--- config.mk ---
export PLATFORM = sky130hd
export DESIGN_NAME = stepper_pulse_generator_with_ramp_top
export DESIGN_NICKNAME = d
export VERILOG_FILES = /design/src/rtl/core/spgr_pkg.sv /design/src/rtl/core/spgr_in_stage.sv /design/src/rtl/core/spgr_core.sv /design/src/rtl/core/spgr_out_stage.sv /design/src/rtl/core/stepper_pulse_generator_with_ramp_top.sv
export SDC_FILE = /design/constraint.sdc
export NUM_CORES = 1
export LEC_CHECK = 0
export ABC_AREA = 1
export BUFFER_PORTS_ARGS = -buffer_cell sky130_fd_sc_hd__buf_4
export CORE_MARGIN = 2
export CORE_UTILIZATION = 40
export CTS_CLUSTER_DIAMETER = 50
export CTS_CLUSTER_SIZE = 20
export DETAILED_ROUTE_END_ITERATION = 8
export GPL_ROUTABILITY_DRIVEN = 0
export SYNTH_ARGS = -nofsm -noshare
export SYNTH_HDL_FRONTEND = slang
export SYNTH_SLANG_ARGS = --single-unit
--- constraint.sdc ---
create_clock -name clk -period 16.25 [get_ports clk]
set_input_delay 3.25 -clock clk [delete_from_list [all_inputs] [get_ports clk]]
set_output_delay 3.25 -clock clk [all_outputs]
set_load 0.03 [all_outputs]
--- src/rtl/core/spgr_pkg.sv ---
`default_nettype none

package spgr_pkg;

	localparam int SAMPLES_PER_AVERAGE = 10;

	localparam int CMD_W = 3;
	localparam int POT_W = 12;
	localparam int PERIOD_W = 10;
	localparam int COUNT_W = 32;
	localparam int SUM_W = 16;
	localparam int SNUM_W = 4;
	localparam int CFG_IDX_W = 1;
	localparam int CFG_DATA_W = 10;

	localparam logic [PERIOD_W-1:0] SLOW_PERIOD_US = 10'd1000;
	localparam logic [PERIOD_W-1:0] FAST_PERIOD_US = 10'd200;
	localparam logic [PERIOD_W-1:0] SPAN_US = SLOW_PERIOD_US - FAST_PERIOD_US;
	localparam logic [PERIOD_W-1:0] RESET_ACCEL_US = 10'd10;
	localparam logic [POT_W-1:0] POT_FULL = {POT_W{1'b1}};

	// Exact division of the sample sum by a reciprocal multiply.
	localparam int AVG_SHIFT = SUM_W + $clog2(SAMPLES_PER_AVERAGE);
	localparam int AVG_MUL = (2 ** AVG_SHIFT + SAMPLES_PER_AVERAGE - 1) / SAMPLES_PER_AVERAGE;
	localparam int AVG_MUL_W = SUM_W + 2;
	localparam int AVG_PROD_W = SUM_W + AVG_MUL_W;
	localparam int SCALED_W = POT_W + PERIOD_W;

	typedef enum logic [CMD_W-1:0] {
		CMD_TICK   = 3'd0,
		CMD_RAMP   = 3'd1,
		CMD_SAMPLE = 3'd2,
		CMD_RUN    = 3'd3,
		CMD_STOP   = 3'd4,
		CMD_CLEAR  = 3'd5
	} cmd_e_t;

	typedef enum logic [CFG_IDX_W-1:0] {
		REG_ACCEL_STEP   = 1'd0,
		REG_START_PERIOD = 1'd1
	} reg_idx_t;

	typedef struct packed {
		logic [CMD_W-1:0] command;
		logic [POT_W-1:0] pot_sample;
	} item_t;

	typedef struct packed {
		logic                step_level;
		logic [COUNT_W-1:0]  step_count;
		logic [PERIOD_W-1:0] step_period_us;
		logic [PERIOD_W-1:0] target_period_us;
		logic                running;
	} result_t;

endpackage

`default_nettype wire

--- src/rtl/core/spgr_in_stage.sv ---
`default_nettype none

module spgr_in_stage
	import spgr_pkg::*;
(
	input  wire logic             clk,
	input  wire logic             arst_n,
	input  wire logic             in_valid,
	output logic                  in_ready,
	input  wire logic [CMD_W-1:0] command,
	input  wire logic [POT_W-1:0] pot_sample,
	input  wire logic             advance,
	output logic                  valid_s1,
	output item_t                 item_s1
);

	assign in_ready = !valid_s1 || advance;

	always_ff @(posedge clk or negedge arst_n) begin
		if (!arst_n) begin
			valid_s1 <= 1'b0;
		end else if (in_ready) begin
			valid_s1 <= in_valid;
		end
	end

	always_ff @(posedge clk) begin
		if (in_valid && in_ready) begin
			item_s1.command    <= command;
			item_s1.pot_sample <= pot_sample;
		end
	end

endmodule

`default_nettype wire

--- src/rtl/core/spgr_core.sv ---
`default_nettype none

module spgr_core
	import spgr_pkg::*;
(
	input  wire logic                  clk,
	input  wire logic                  arst_n,
	input  wire logic                  fire,
	input  wire item_t                 item_s1,
	input  wire logic                  cfg_fire,
	input  wire logic [CFG_IDX_W-1:0]  cfg_index,
	input  wire logic [CFG_DATA_W-1:0] cfg_data,
	output result_t                    result_next
);

	logic [PERIOD_W-1:0] half_cnt_q;
	logic                pin_q;
	logic [COUNT_W-1:0]  toggle_cnt_q;
	logic [PERIOD_W-1:0] cur_period_q;
	logic [PERIOD_W-1:0] goal_period_q;
	logic [SUM_W-1:0]    sum_q;
	logic [SNUM_W-1:0]   snum_q;
	logic                step_en_q;
	logic                pot_en_q;
	logic [PERIOD_W-1:0] accel_q;

	logic [PERIOD_W-1:0] half_cnt_d;
	logic                pin_d;
	logic [COUNT_W-1:0]  toggle_cnt_d;
	logic [PERIOD_W-1:0] cur_period_d;
	logic [PERIOD_W-1:0] goal_period_d;
	logic [SUM_W-1:0]    sum_d;
	logic [SNUM_W-1:0]   snum_d;
	logic                step_en_d;
	logic                pot_en_d;

	logic [PERIOD_W-2:0]   half_raw;
	logic [PERIOD_W-1:0]   half_eff;
	logic [PERIOD_W:0]     cnt_inc;
	logic                  tick_wrap;
	logic [PERIOD_W-1:0]   gap;
	logic [SUM_W-1:0]      sum_add;
	logic [SNUM_W:0]       snum_inc;
	logic                  avg_done;
	logic [AVG_PROD_W-1:0] avg_prod;
	logic [SUM_W-1:0]      avg_raw;
	logic [POT_W-1:0]      avg_clamped;
	logic [SCALED_W-1:0]   scaled;
	logic [SCALED_W:0]     scaled_adj;
	logic [PERIOD_W-1:0]   drop;

	always_comb begin
		half_raw  = cur_period_q[PERIOD_W-1:1];
		half_eff  = (half_raw == '0) ? PERIOD_W'(1) : {1'b0, half_raw};
		cnt_inc   = {1'b0, half_cnt_q} + (PERIOD_W+1)'(1);
		tick_wrap = cnt_inc >= {1'b0, half_eff};

		if (goal_period_q < cur_period_q) begin
			gap = cur_period_q - goal_period_q;
		end else begin
			gap = goal_period_q - cur_period_q;
		end

		sum_add     = sum_q + SUM_W'(item_s1.pot_sample);
		snum_inc    = {1'b0, snum_q} + (SNUM_W+1)'(1);
		avg_done    = snum_inc >= (SNUM_W+1)'(SAMPLES_PER_AVERAGE);
		avg_prod    = AVG_PROD_W'(sum_add) * AVG_PROD_W'(AVG_MUL);
		avg_raw     = SUM_W'(avg_prod >> AVG_SHIFT);
		avg_clamped = (avg_raw > SUM_W'(POT_FULL)) ? POT_FULL : avg_raw[POT_W-1:0];
		scaled      = SCALED_W'(avg_clamped) * SCALED_W'(SPAN_US);
		// Division by 2^12 - 1, exact for values below 2^24.
		scaled_adj  = {1'b0, scaled} + (SCALED_W+1)'(scaled >> POT_W) + (SCALED_W+1)'(1);
		drop        = PERIOD_W'(scaled_adj >> POT_W);

		half_cnt_d    = half_cnt_q;
		pin_d         = pin_q;
		toggle_cnt_d  = toggle_cnt_q;
		cur_period_d  = cur_period_q;
		goal_period_d = goal_period_q;
		sum_d         = sum_q;
		snum_d        = snum_q;
		step_en_d     = step_en_q;
		pot_en_d      = pot_en_q;

		case (item_s1.command)
			CMD_TICK: begin
				if (step_en_q) begin
					if (tick_wrap) begin
						half_cnt_d   = '0;
						pin_d        = !pin_q;
						toggle_cnt_d = toggle_cnt_q + COUNT_W'(1);
					end else begin
						half_cnt_d = cnt_inc[PERIOD_W-1:0];
					end
				end
			end
			CMD_RAMP: begin
				if (goal_period_q < cur_period_q) begin
					cur_period_d = (gap > accel_q) ? cur_period_q - accel_q : goal_period_q;
				end else if (goal_period_q > cur_period_q) begin
					cur_period_d = (gap > accel_q) ? cur_period_q + accel_q : goal_period_q;
				end
			end
			CMD_SAMPLE: begin
				if (pot_en_q) begin
					if (avg_done) begin
						goal_period_d = SLOW_PERIOD_US - drop;
						sum_d         = '0;
						snum_d        = '0;
					end else begin
						sum_d  = sum_add;
						snum_d = snum_inc[SNUM_W-1:0];
					end
				end
			end
			CMD_RUN: begin
				step_en_d = 1'b1;
				pot_en_d  = 1'b1;
			end
			CMD_STOP: begin
				step_en_d = 1'b0;
				pot_en_d  = 1'b0;
			end
			CMD_CLEAR: begin
				toggle_cnt_d = '0;
			end
			default: begin
			end
		endcase

		result_next.step_level       = pin_d;
		result_next.step_count       = toggle_cnt_d;
		result_next.step_period_us   = cur_period_d;
		result_next.target_period_us = goal_period_d;
		result_next.running          = step_en_d;
	end

	always_ff @(posedge clk or negedge arst_n) begin
		if (!arst_n) begin
			half_cnt_q    <= '0;
			pin_q         <= 1'b0;
			toggle_cnt_q  <= '0;
			cur_period_q  <= SLOW_PERIOD_US;
			goal_period_q <= SLOW_PERIOD_US;
			sum_q         <= '0;
			snum_q        <= '0;
			step_en_q     <= 1'b1;
			pot_en_q      <= 1'b0;
			accel_q       <= RESET_ACCEL_US;
		end else if (fire) begin
			half_cnt_q    <= half_cnt_d;
			pin_q         <= pin_d;
			toggle_cnt_q  <= toggle_cnt_d;
			cur_period_q  <= cur_period_d;
			goal_period_q <= goal_period_d;
			sum_q         <= sum_d;
			snum_q        <= snum_d;
			step_en_q     <= step_en_d;
			pot_en_q      <= pot_en_d;
		end else if (cfg_fire) begin
			case (cfg_index)
				REG_ACCEL_STEP: begin
					accel_q <= cfg_data;
				end
				REG_START_PERIOD: begin
					cur_period_q  <= cfg_data;
					goal_period_q <= cfg_data;
				end
				default: begin
				end
			endcase
		end
	end

	a_sample_number_bound: assert property (@(posedge clk) disable iff (!arst_n)
		(SNUM_W+1)'(snum_q) < (SNUM_W+1)'(SAMPLES_PER_AVERAGE))
		else $error("sample number reached the averaging length");

	a_toggle_clears_counter: assert property (@(posedge clk) disable iff (!arst_n)
		(pin_q != $past(pin_q)) |-> (half_cnt_q == '0))
		else $error("step level toggled without clearing the half-period counter");

	a_tick_when_stopped: assert property (@(posedge clk) disable iff (!arst_n)
		(fire && item_s1.command == CMD_TICK && !step_en_q)
			|=> ($stable(pin_q) && $stable(toggle_cnt_q)))
		else $error("stopped generator changed the step output");

	a_run_enables: assert property (@(posedge clk) disable iff (!arst_n)
		(fire && item_s1.command == CMD_RUN) |=> (step_en_q && pot_en_q))
		else $error("run command did not enable stepping and speed input");

endmodule

`default_nettype wire

--- src/rtl/core/spgr_out_stage.sv ---
`default_nettype none

module spgr_out_stage
	import spgr_pkg::*;
(
	input  wire logic    clk,
	input  wire logic    arst_n,
	input  wire logic    fire,
	input  wire result_t result_next,
	input  wire logic    out_ready,
	output logic         out_valid,
	output logic         advance,
	output result_t      result_q
);

	logic out_valid_q;

	assign advance   = !out_valid_q || out_ready;
	assign out_valid = out_valid_q;

	always_ff @(posedge clk or negedge arst_n) begin
		if (!arst_n) begin
			out_valid_q <= 1'b0;
		end else if (advance) begin
			out_valid_q <= fire;
		end
	end

	always_ff @(posedge clk) begin
		if (fire) begin
			result_q <= result_next;
		end
	end

endmodule

`default_nettype wire

--- src/rtl/core/stepper_pulse_generator_with_ramp_top.sv ---
// Step pulse generator with a linear speed ramp.
// Input channel: in_valid/in_ready carry one command per transfer (microsecond
// tick, ramp tick, potentiometer sample, run, stop, clear count) with its sample.
// Output channel: out_valid/out_ready carry one result per command, holding the
// step level, toggle count, current and target period, and the running flag
// as they stand after that command.
// Configuration channel: cfg_valid/cfg_ready write the acceleration step
// (index 0) or the start period (index 1); writing the start period also loads
// the current and target period. cfg_ready is always high. Write only while
// no command is in flight.
// Each command passes through the input register and the state update into the
// result register, where its result waits until the receiver takes it.
// Throughput is one command per cycle while out_ready stays high, set by the
// single state-update pass between the input register and the result register.
// Reset clears the valid flags of both pipeline registers, loads a 1000 us period
// and target, a 10 us acceleration step, stepping on and speed input off.
// When the receiver stalls, the result register holds and in_ready drops once
// the input register is also full; no command is lost.
`default_nettype none

module stepper_pulse_generator_with_ramp_top
	import spgr_pkg::*;
(
	input  wire logic                  clk,
	input  wire logic                  arst_n,
	input  wire logic                  in_valid,
	output logic                       in_ready,
	input  wire logic [CMD_W-1:0]      command,
	input  wire logic [POT_W-1:0]      pot_sample,
	output logic                       out_valid,
	input  wire logic                  out_ready,
	output logic                       step_level,
	output logic [COUNT_W-1:0]         step_count,
	output logic [PERIOD_W-1:0]        step_period_us,
	output logic [PERIOD_W-1:0]        target_period_us,
	output logic                       running,
	input  wire logic                  cfg_valid,
	output logic                       cfg_ready,
	input  wire logic [CFG_IDX_W-1:0]  cfg_index,
	input  wire logic [CFG_DATA_W-1:0] cfg_data
);

	logic    valid_s1;
	item_t   item_s1;
	logic    advance;
	logic    fire;
	result_t result_next;
	result_t result_q;

	assign cfg_ready = 1'b1;
	assign fire      = valid_s1 && advance;

	spgr_in_stage u_in_stage (
		.clk        (clk),
		.arst_n     (arst_n),
		.in_valid   (in_valid),
		.in_ready   (in_ready),
		.command    (command),
		.pot_sample (pot_sample),
		.advance    (advance),
		.valid_s1   (valid_s1),
		.item_s1    (item_s1)
	);

	spgr_core u_core (
		.clk         (clk),
		.arst_n      (arst_n),
		.fire        (fire),
		.item_s1     (item_s1),
		.cfg_fire    (cfg_valid && cfg_ready),
		.cfg_index   (cfg_index),
		.cfg_data    (cfg_data),
		.result_next (result_next)
	);

	spgr_out_stage u_out_stage (
		.clk         (clk),
		.arst_n      (arst_n),
		.fire        (fire),
		.result_next (result_next),
		.out_ready   (out_ready),
		.out_valid   (out_valid),
		.advance     (advance),
		.result_q    (result_q)
	);

	assign step_level       = result_q.step_level;
	assign step_count       = result_q.step_count;
	assign step_period_us   = result_q.step_period_us;
	assign target_period_us = result_q.target_period_us;
	assign running          = result_q.running;

endmodule

`default_nettype wire

Yosys cells after proc, flatten, opt, wreduce, memory -nomap -nowiden
Cells that the tools add are included.
{"block": "classes", "addsub": 11, "n_mul": 2, "order_cmp": 6, "eq_ne": 5, "mux": 26, "bitwise_logic": 2, "reduce_logical": 17}
{"op": "$mux W10", "count": 14}
{"op": "$mux W32", "count": 2}
{"op": "$pmux W32 S2", "count": 1}
{"op": "$add A32 B1 Y32 const B", "count": 1}
{"op": "$mul A16 B16 Y32 const B", "count": 1}
{"op": "$sub A10 B10 Y10", "count": 3}
{"op": "$add A22 B1 Y22 const B", "count": 1}
{"op": "$add A22 B10 Y22", "count": 1}
{"op": "$gt A10 B10 Y1", "count": 2}
{"op": "$mul A12 B5 Y17 const B", "count": 1}
{"op": "$add A16 B12 Y16", "count": 1}
{"op": "$mux W16", "count": 1}
{"op": "$gt A13 B12 Y1 const B", "count": 1}
{"op": "$mux W12", "count": 1}
{"op": "$add A10 B1 Y11 const B", "count": 1}
{"op": "$ge A11 B10 Y1", "count": 1}
{"op": "$add A10 B10 Y10", "count": 1}
{"op": "$lt A10 B10 Y1", "count": 1}
{"op": "$sub A10 B10 Y10 const A", "count": 1}
{"op": "$logic_not A9 Y1", "count": 1}
{"op": "$mux W9", "count": 1}
{"op": "$reduce_and A3 Y1", "count": 3}
{"op": "$eq A3 B2 Y1 const B", "count": 2}
{"op": "$eq A3 B3 Y1 const B", "count": 2}
{"op": "other kinds (13)", "count": 24}
{"block": "word_totals", "reg_bits": 166}

Longest topological paths before layout
Gate-level depths: netlist of run 1.
{"block": "logic_depth", "ltp_word": 12, "ltp_mapped": 76, "depth_no_buf": 75}

By module
A second synthesis of run 1 with hierarchy kept.
{"block": "hier_totals", "hier_cells": 2088, "area_unflattened_um2": 17002.6}
{"mod": "spgr_core", "instances": 1, "cells_each": 2004, "area_per_inst_um2": 14821.7, "seq_area_each_um2": 2396.0}
{"mod": "spgr_out_stage", "instances": 1, "cells_each": 59, "area_per_inst_um2": 1666.6, "seq_area_each_um2": 1646.6}
{"mod": "spgr_in_stage", "instances": 1, "cells_each": 21, "area_per_inst_um2": 495.5, "seq_area_each_um2": 475.5}
{"mod": "stepper_pulse_generator_with_ramp_top", "instances": 1, "cells_each": 4, "area_per_inst_um2": 18.8, "seq_area_each_um2": 0.0}

Worst setup path after synthesis of run 1
No wires, ideal clock.
{"block": "synth_timing", "path_kind": "flip-flop to flip-flop", "startpoint": "register u_in_stage.item_s1[0] (netlist name)", "endpoint": "register u_out_stage.result_q[7] (netlist name)", "setup_ns": 0.255, "arrival_ns": 11.092, "required_time_ns": 15.995, "setup_slack_ns": 4.904, "stages_incl_launch_ff": 68, "path_buffers": 1, "path_cell_list": "edfxtp_1 -> ha_1 -> fa_1 -> nand2_1 -> inv_2 -> nor2_1 -> o21bai_1 -> nand2_1 -> o311ai_0 -> a21o_1 -> a21oi_1 -> inv_1 -> nand2_1 -> inv_1 -> o21ai_0 -> nand2_1 -> nand2_1 -> nor2_1 -> [... 32 more ...] -> a21o_1 -> xor2_1 -> ha_1 -> inv_1 -> nor2_1 -> nand2_1 -> nor2_1 -> nand3_1 -> nand4_1 -> nand2_1 -> ha_1 -> nand2_1 -> nand2_2 -> nand2_2 -> nand2_2 -> nand2_1 -> nand3_1 -> and2_1"}

==> results of run 1 <==
## kinds of logic (layout without fill, tap and decap cells)
kind of cell	Yosys count	after routing	share of synthesized area
and+or+nand+nor	749	749	0.1960
buffers and inverters	480	573	0.1065
other	1	1	0.0002197
adders and majority gates	331	331	0.2809
DFF	166	166	0.2647
muxes	9	9	0.005352
AOI/OAI and AO/OA	313	313	0.1048
xor gates and xnor gates	71	71	0.04142
## how the worst max path moves through the flow
stage | startpoint | to | slack, ns | depth (start not counted)
finish | u_in_stage.item_s1[0] | u_out_stage.result_q[7] | 3.80 | 66
global route | u_in_stage.item_s1[0] | u_out_stage.result_q[9] | 2.78 | 66
CTS | u_in_stage.item_s1[0] | u_out_stage.result_q[7] | 3.89 | 66
detailed placement | u_in_stage.item_s1[0] | u_out_stage.result_q[7] | 3.94 | 66
global placement | u_in_stage.item_s1[0] | u_out_stage.result_q[7] | 4.06 | 65
floorplan | u_in_stage.item_s1[0] | u_out_stage.result_q[7] | 4.90 | 67
## state kept, by name, summed over array words and instances (netlist names)
register               cells
u_out_stage.result_q      54
u_core.toggle_cnt_q       32
u_core.sum_q              16
u_in_stage.item_s1        15
u_core.accel_q            10
u_core.cur_period_q       10
u_core.goal_period_q      10
u_core.half_cnt_q         10
u_core.snum_q              4
u_core.pin_q               1
u_core.pot_en_q            1
u_core.step_en_q           1
u_in_stage.valid_s1        1
u_out_stage.out_valid      1
## cell type report
class | count | area share
inverters | 448 | 0.08932
multi-input cells | 1474 | 0.5686
clock inverters | 15 | 0.007554
clock buffers | 17 | 0.02253
flip-flops and latches | 166 | 0.2393
well taps | 539 | 0.03572
repair buffers | 93 | 0.03698
## worst max-delay path, delay by kind of cell (launching register included)
kind,cells,cell delay (ns)
flip-flops,1,0.37
AO/OA/AOI/OAI,13,2.43
buffers and inverters,14,1.07
XOR/XNOR,2,0.62
adder cells (fa/ha/maj),15,5.70
AND/OR/NAND/NOR,22,2.06
## per-layer routing
layer,part of all wire,track usage
met1,0.48,0.2743
met2,0.48,0.3363
met3,0.031,0.02071
met4,0.017,0.05464
met5,0,0
## through the flow
step                        util  cell area [um^2]  std cells  hold WS (ns)
after floorplan                -             17070       2120        0.4530
after global placement    0.4356             18310       2720        0.4713
after detailed placement  0.4356             18310       2720        0.4781
after CTS                 0.4491             18880       2752        0.4964
after global routing      0.4491             18880       2752        0.5388
final                     0.4491             18880       2752        0.4936
## cell usage in the layout (no fill, tap or decap), types with 9 or more instances in the layout
cell type | Yosys | routed
nand3_2 | 10 | 10
dfstp_2 | 15 | 15
nand3_1 | 97 | 97
o22ai_1 | 27 | 27
nor4_1 | 9 | 9
o211ai_1 | 16 | 16
xor2_1 | 55 | 55
fa_1 | 87 | 87
nor2_1 | 113 | 113
nand4_1 | 24 | 24
o21bai_1 | 12 | 12
edfxtp_1 | 69 | 69
a21oi_1 | 110 | 110
nor3_1 | 21 | 20
a21o_1 | 9 | 9
inv_1 | 440 | 439
buf_4 | 1 | 93
nand2_1 | 417 | 417
clkbuf_16 | 0 | 17
o21ai_0 | 102 | 102
nand2_2 | 23 | 23
dfrtp_1 | 82 | 82
ha_1 | 244 | 244
xnor2_1 | 10 | 10
==> results.py, run 1 <==
metrics = {
    "outcome": {
        "status": "finished, final reports clean",
    },
    "hold_path": {
        "worst_hold_path_type": "reg -> reg",
        "worstHoldEndpoint": "u_core.toggle_cnt_q[12]",
        "holdPathStages": 2,
        "min_from": "u_core.toggle_cnt_q[12]",
    },
    "global_routing": {
        "grt_pass1_vias": 13930,
        "antenna_found_initial": 0,
        "track_usage": 0.2000,
        "grt-ovfl-total": 0,
        "grt_pass1_wl_um": 70990,
        "grt_max_degree": 82,
    },
    "synthesis": {
        "mappedNetlistArea_um2": 17070,
        "synth_warnings": 0,
        "yosysTopAreaCell": "ha_1",
        "syn_nets": 2482,
        "synthCells": 2120,
        "synth_seq_cells": 166,
        "synth_edf_count": 69,
        "synth_async_sr_flop_share": 0.5843,
        "yosysMostFrequentCell": "inv_1",
        "syn_avg_cell_area_um2": 8.051,
        "yosys-top-cells-area": "ha_1 (18%), edfxtp_1 (12%), dfrtp_1 (12%)",
        "yosysTopAreaCellShare": 0.1789,
        "ys.flop_type": "dfrtp_1",
        "synth_cell_types": 67,
        "synthTopCellsByCount": "inv_1 (440), nand2_1 (417), ha_1 (244)",
        "ys_seq_area_frac": 0.2647,
    },
    "route": {
        "drt_iter0_drc": 739,
        "ant_nets": 0,
        "drc": 0,
        "viasPerCell": 5.060,
        "num_vias": 13930,
        "dr.pass1.iters": 5,
        "wl_per_cell_um": 15.38,
        "wl_um": 42320,
    },
    "floorplan": {
        "dieArea_um2": 44340,
        "coreArea_um2": 42040,
        "dieHeight_um": 210.6,
        "std_cell_rows": 75,
        "start_util": 0.4060,
        "die_x_um": 210.6,
        "ios": 88,
    },
    "clock_network": {
        "clock_sinks": 166,
        "cts-buffers-inserted": 17,
        "clock_latency_ns": 0.45,
        "cts_root_buffer": "clkbuf_16",
        "cts_resized": 0,
        "hold_buffers": 0,
        "h-tree-depth": 4,
        "path_clk_slew_ns": 0.07,
        "tritoncts": "done",
        "cts_setup_buffers": 0,
        "clockBufferDepth": 2,
    },
    "timing": {
        "rsz0062_at_grt": "no",
        "setup_ws_ns": 3.796,
        "layout_min_cycle_time_ns": 12.45,
        "min_period_over_period": 0.7664,
        "skew_ns": 0.01041,
        "timing.final.hold_violations": 0,
        "timing.fmax_ghz": 0.08030,
        "setup_violations": 0,
        "fin_setup_tns_ns": 0,
        "worst_pin_slew_ns": 1.001,
        "max_slew_margin": 0.3310,
        "drv_slew": 0,
    },
    "setup_path": {
        "arrival_ns": 12.67,
        "slowest_delay_ns": 0.54,
        "cp_data_required_time_ns": 16.46,
        "reg2reg_from": "u_in_stage.item_s1[0]",
        "critPathLaunchType": "register",
        "slowest_stage": "fa_1",
        "rrSetupSlack_ns": 3.80,
        "crit_type": "reg -> reg",
        "rr_endpoint": "u_out_stage.result_q[7]",
        "cp-end-kind": "register",
        "r2r_cells": 66,
        "worst-path-max-fanout": 6,
        "critical_path.most_common_cell": "inv_1",
    },
    "finish": {
        "area_growth_pct": 10.63,
        "antenna_cells": 0,
        "drive_above_1_share": 0.09489,
        "final_nets": 2562,
        "final-seq-area_um2": 4518,
        "multi_input_area_um2": 10740,
        "filler_cell_count": 4157,
    },
    "placed_design": {
        "pre_cts_slack_ns": 3.943,
        "numPortBuffers": 86,
        "hpwl_um": 34640,
    },
    "job": {
        "cap_violations": 0,
    },
}
Power of run 1 is left out: the tool's default activity adds up to more than one toggle a clock period on the data nets, which glitch-free logic cannot reach.
==> run 2: changes to the inputs <==
==> constraint.sdc (replaced) <==
create_clock -name clk -period 12.12 [get_ports clk]
set_input_delay 2.424 -clock clk [delete_from_list [all_inputs] [get_ports clk]]
set_output_delay 2.424 -clock clk [all_outputs]
set_load 0.03 [all_outputs]
==> results.py, run 2 (synthesized netlist as in run 1, its figures left out) <==
metrics = {
    "finish": {
        "top_register": "u_out_stage.result_q",
        "final_cell_mix": "inv_1 (436), nand2_1 (413), ha_1 (236)",
        "layout_commonest_cell": "inv_1",
        "final_nets": 2577,
        "filler_cell_count": 4142,
        "postLayoutCellArea_um2": 19150,
        "reg_top3": "u_out_stage.result_q (54), u_core.toggle_cnt_q (32), u_core.sum_q (16)",
        "area_growth_pct": 12.22,
        "multi_input_area_um2": 10900,
        "final-seq-area_um2": 4518,
        "antenna_cells": 0,
        "largest_reg_flops": 54,
        "drive_above_1_share": 0.1167,
    },
    "floorplan": {
        "std_cell_rows": 75,
        "start_util": 0.4060,
        "die_x_um": 210.6,
        "dieHeight_um": 210.6,
        "ios": 88,
        "dieArea_um2": 44340,
        "coreArea_um2": 42040,
    },
    "timing": {
        "min_period_over_period": 0.9376,
        "drv_slew": 0,
        "worst_pin_slew_ns": 0.9708,
        "layout_min_cycle_time_ns": 11.36,
        "setup_violations": 0,
        "timing.final.hold_violations": 0,
        "timing.fmax_ghz": 0.08800,
        "max_slew_margin": 0.3512,
        "skew_ns": 0.01362,
    },
    "clock_network": {
        "h-tree-depth": 4,
        "clock_latency_ns": 0.45,
        "cts-buffers-inserted": 17,
        "clock_sinks": 166,
        "tritoncts": "done",
        "clockBufferDepth": 2,
        "hold_buffers": 0,
        "cts_root_buffer": "clkbuf_16",
        "path_clk_slew_ns": 0.07,
    },
    "route": {
        "ant_nets": 0,
        "drt_iter0_drc": 858,
        "num_vias": 14010,
        "drc": 0,
        "wl_um": 42640,
        "wl_per_cell_um": 15.41,
        "dr.pass1.iters": 5,
        "viasPerCell": 5.064,
    },
    "hold_path": {
        "worst_hold_path_type": "reg -> reg",
        "worstHoldEndpoint": "u_core.toggle_cnt_q[12]",
        "min_from": "u_core.toggle_cnt_q[12]",
        "holdPathStages": 2,
    },
    "setup_path": {
        "critical_path.most_common_cell": "nand2_1",
        "rr_endpoint": "u_out_stage.result_q[7]",
        "rrSetupSlack_ns": 0.76,
        "worst-path-max-fanout": 5,
        "cp_data_required_time_ns": 12.32,
        "crit_type": "reg -> reg",
        "r2r_cells": 72,
        "reg2reg_from": "u_in_stage.item_s1[0]",
        "arrival_ns": 11.56,
        "slowest_delay_ns": 0.55,
        "slowest_stage": "fa_1",
        "cp-end-kind": "register",
        "critPathLaunchType": "register",
    },
    "placed_design": {
        "placed_area_um2": 18400,
        "hpwl_um": 34650,
        "numPortBuffers": 86,
    },
    "global_routing": {
        "track_usage": 0.1978,
        "antenna_found_initial": 0,
        "grt_pass1_vias": 13830,
        "grt-ovfl-total": 0,
        "grt_pass1_wl_um": 70260,
        "grt_max_degree": 82,
    },
    "job": {
        "cap_violations": 0,
    },
    "outcome": {
        "status": "finished, final reports clean",
    },
}
==> run 2: layer usage <==
| metal | part of all wire | GRT usage |
|---|---|---|
| met2 | 0.47 | 0.3325 |
| met3 | 0.036 | 0.02324 |
| met4 | 0.021 | 0.05901 |
| met5 | 0 | 0 |
| met1 | 0.47 | 0.2675 |
==> run 2: worst max-delay path, delay by kind of cell (launching register included) <==
| family | cells | cell delay (ns) |
|---|---|---|
| adders and majority gates | 14 | 5.09 |
| and+or+nand+nor | 35 | 3.03 |
| AOI/OAI and AO/OA | 8 | 1.13 |
| buffers and inverters | 12 | 0.78 |
| xor gates and xnor gates | 3 | 0.66 |
| DFF | 1 | 0.38 |
==> run 2: worst max path at each step <==
stage,start,endpoint
CTS,u_in_stage.item_s1[0],u_out_stage.result_q[7]
global route,u_in_stage.item_s1[0],u_out_stage.result_q[9]
detailed placement,u_in_stage.item_s1[0],u_out_stage.result_q[7]
floorplan,u_in_stage.item_s1[0],u_out_stage.result_q[7]
global placement,u_in_stage.item_s1[0],u_out_stage.result_q[7]
finish,u_in_stage.item_s1[0],u_out_stage.result_q[7]
==> run 2: metrics by stage <==
step | utilization | instances | hold WS, ns | setup slack, ns | TNS (ns)
detailed placement | 0.4378 | 2732 | 0.4838 | 0.1015 | 0
CTS | 0.4512 | 2764 | 0.5008 | 0.1036 | 0
global route | 0.4556 | 2767 | 0.5304 | -0.04399 | -0.05578
floorplan | - | 2120 | 0.4530 | 0.7735 | 0
global placement | 0.4378 | 2732 | 0.4701 | 0.2568 | 0
finish | 0.4556 | 2767 | 0.4956 | 0.7567 | 0
==> run 2: timing repair <==
item	4_1_cts	5_1_grt
gates cloned	0	0
resized for setup	1	46
pin swaps	0	6
setup endpoints to repair	1	20
setup buffers	0	3
==> run 2: cell type report <==
cell class / count / area share
clock buffer: 21 / 0.02299
clock inverter: 11 / 0.006206
inverter: 448 / 0.08806
multi-input combinational: 1474 / 0.5693
sequential: 166 / 0.2359
tap: 539 / 0.03521
timing repair buffer: 108 / 0.04233
Power of run 2 is left out for the same reason.
==> run 3: changes to the inputs <==
--- a/config.mk
+++ b/config.mk
@@ -5,11 +5,10 @@
 export SDC_FILE = /design/constraint.sdc
 export NUM_CORES = 1
 export LEC_CHECK = 0
-export ABC_AREA = 1
 export BUFFER_PORTS_ARGS = -buffer_cell sky130_fd_sc_hd__buf_4
 export CORE_MARGIN = 2
 export CORE_UTILIZATION = 40
-export CTS_CLUSTER_DIAMETER = 50
+export CTS_CLUSTER_DIAMETER = 200
 export CTS_CLUSTER_SIZE = 20
 export DETAILED_ROUTE_END_ITERATION = 8
 export GPL_ROUTABILITY_DRIVEN = 0
==> results.py, run 3 <==
metrics = {
    "synthesis": {
        "synth_cell_types": 94,
        "mappedNetlistArea_um2": 16840,
        "ys_seq_area_frac": 0.2682,
        "ys.flop_type": "dfrtp_1",
        "syn_nets": 2193,
        "synth_edf_count": 69,
        "yosys-top-cells-area": "ha_1 (18%), edfxtp_1 (12%), dfrtp_1 (12%)",
        "yosysMostFrequentCell": "inv_1",
        "yosysTopAreaCellShare": 0.1812,
        "synth_async_sr_flop_share": 0.5843,
        "synth_warnings": 0,
        "synthTopCellsByCount": "inv_1 (261), ha_1 (244), nand2_1 (153)",
        "synthCells": 1831,
        "synth_seq_cells": 166,
        "syn_avg_cell_area_um2": 9.200,
        "yosysTopAreaCell": "ha_1",
    },
    "route": {
        "dr.pass1.iters": 5,
        "wl_um": 45180,
        "drt_iter0_drc": 763,
        "num_vias": 14330,
        "wl_per_cell_um": 17.08,
        "ant_nets": 0,
        "drc": 0,
        "viasPerCell": 5.414,
    },
    "floorplan": {
        "dieArea_um2": 43770,
        "start_util": 0.4034,
        "die_x_um": 209.2,
        "coreArea_um2": 41760,
        "std_cell_rows": 75,
        "dieHeight_um": 209.2,
        "ios": 88,
    },
    "timing": {
        "drv_slew": 0,
        "max_slew_margin": 0.3043,
        "rsz0062_at_grt": "yes",
        "timing.final.hold_violations": 0,
        "skew_ns": 0.01486,
        "timing.fmax_ghz": 0.08059,
        "setup_ws_ns": -0.2889,
        "layout_min_cycle_time_ns": 12.41,
        "min_period_over_period": 1.024,
        "worst_pin_slew_ns": 1.036,
        "setup_violations": 10,
    },
    "setup_path": {
        "critical_path.most_common_cell": "ha_4",
        "critPathLaunchType": "register",
        "arrival_ns": 12.78,
        "crit_type": "reg -> reg",
        "rrSetupSlack_ns": -0.29,
        "slowest_delay_ns": 0.54,
        "slowest_stage": "fa_1",
        "cp_data_required_time_ns": 12.49,
        "rr_endpoint": "u_core.goal_period_q[2]",
        "r2r_cells": 63,
        "cp-end-kind": "register",
        "reg2reg_from": "u_in_stage.item_s1[0]",
        "worst-path-max-fanout": 4,
    },
    "hold_path": {
        "holdPathStages": 1,
        "worst_hold_path_type": "reg -> reg",
        "worstHoldEndpoint": "u_core.toggle_cnt_q[31]",
        "min_from": "u_core.toggle_cnt_q[31]",
    },
    "global_routing": {
        "grt_max_degree": 82,
        "grt_pass1_vias": 14560,
        "track_usage": 0.2092,
        "antenna_found_initial": 0,
        "grt_pass1_wl_um": 73760,
        "grt-ovfl-total": 0,
    },
    "clock_network": {
        "h-tree-depth": 4,
        "hold_buffers": 0,
        "tritoncts": "done",
        "path_clk_slew_ns": 0.08,
        "clock_latency_ns": 0.46,
        "cts-buffers-inserted": 17,
        "cts_root_buffer": "clkbuf_16",
        "clock_sinks": 166,
        "clockBufferDepth": 2,
    },
    "finish": {
        "drive_above_1_share": 0.2311,
        "top_register": "u_out_stage.result_q",
        "multi_input_area_um2": 11930,
        "largest_reg_flops": 54,
        "layout_commonest_cell": "buf_4",
        "final-seq-area_um2": 4518,
        "filler_cell_count": 3825,
        "area_growth_pct": 24.27,
        "reg_top3": "u_out_stage.result_q (54), u_core.toggle_cnt_q (32), u_core.sum_q (16)",
        "final_nets": 2456,
        "antenna_cells": 0,
        "final_cell_mix": "buf_4 (285), inv_1 (247), ha_1 (215)",
    },
    "outcome": {
        "status": "complete, but fails checks",
        "failed_checks": "setup timing",
    },
    "placed_design": {
        "pre_cts_slack_ns": -0.4741,
        "hpwl_um": 35060,
        "numPortBuffers": 86,
    },
    "job": {
        "cap_violations": 0,
    },
}
-- run 3: cell count changes in the layout (fill, tap and decap cells not counted), moves of 21 or more --
| cell | previous run | this run |
|---|---|---|
| a21o_1 | 9 | 47 |
| xnor2_1 | 9 | 38 |
| nand2_1 | 413 | 151 |
| a31oi_1 | 2 | 32 |
| ha_1 | 236 | 215 |
| xor2_1 | 54 | 29 |
| nand2_2 | 27 | 2 |
| nor2_1 | 109 | 71 |
| ha_4 | 4 | 27 |
| buf_4 | 108 | 285 |
| o31ai_1 | 3 | 32 |
| inv_1 | 436 | 247 |
| nand3_1 | 96 | 38 |
-- run 3: how the worst max path moves through the flow --
stage / start / to / slack [ns] / cells after the start
2_1_floorplan: u_core.sum_q[0] / u_out_stage.result_q[7] / -0.18 / 62
3_3_place_gp: u_core.sum_q[0] / u_out_stage.result_q[7] / -0.24 / 60
3_5_place_dp: u_core.sum_q[0] / u_out_stage.result_q[7] / -0.47 / 60
4_1_cts: u_in_stage.item_s1[0] / u_out_stage.result_q[7] / -0.12 / 66
5_1_grt: u_core.sum_q[0] / u_out_stage.result_q[7] / -0.84 / 62
6_report: u_in_stage.item_s1[0] / u_core.goal_period_q[2] / -0.29 / 63
-- run 3: through the flow --
stage | hold slack [ns] | TNS (ns) | instance area (um^2) | instances | utilization
floorplan | 0.4428 | -0.3992 | 17150 | 1831 | -
global placement | 0.4599 | -0.8454 | 19470 | 2566 | 0.4663
detailed placement | 0.4756 | -2.999 | 19470 | 2566 | 0.4663
CTS | 0.4855 | -0.4248 | 20520 | 2629 | 0.4915
global route | 0.5156 | -11.79 | 20930 | 2646 | 0.5013
finish | 0.4971 | -2.164 | 20930 | 2646 | 0.5013
-- run 3: timing repair --
item                                   CTS  global route
gates cloned                             1             0
pin swaps                               65            28
setup endpoints to repair               13            20
setup buffers                           30            17
endpoints found under the hold margin    0             0
gates resized for setup                 35            52
-- run 3: worst max-delay path, delay by kind of cell (launching register included) --
kind	cells	cell delay [ns]
XOR/XNOR	3	0.48
flip-flops	1	0.37
AO/OA/AOI/OAI	28	5.17
AND/OR/NAND/NOR	9	1.05
adder cells (fa/ha/maj)	14	4.46
buffers and inverters	9	0.78
-- run 3: routing by layer --
layer	vias up	wire length (um)	share of wire	global-route usage
met4	0	1281	0.028	0.07463
met3	69	1633	0.036	0.02420
met2	290	22190	0.49	0.3606
met1	7003	20080	0.44	0.2715
li1	6964	-	-	-
met5	-	0	0	0
-- run 3: cell families after synthesis --
| kind of cell | after synthesis | synth area share |
|---|---|---|
| other | 1 | 0.0002226 |
| adder cells (fa/ha/maj) | 332 | 0.2852 |
| AO/OA/AOI/OAI | 481 | 0.1879 |
| XOR/XNOR | 79 | 0.04234 |
| multiplexers | 26 | 0.01619 |
| AND/OR/NAND/NOR | 438 | 0.1304 |
| flip-flops | 166 | 0.2682 |
| buffers and inverters | 308 | 0.06945 |
-- run 3: final cells by class --
type                       instances  share of cell area
clock inverter                    15             0.01004
multi-input combinational       1358              0.5698
timing repair buffer             290              0.1049
tap                              539             0.03222
inverter                         261             0.04692
clock buffer                      17             0.02032
sequential                       166              0.2158
Power of run 3 is left out for the same reason.
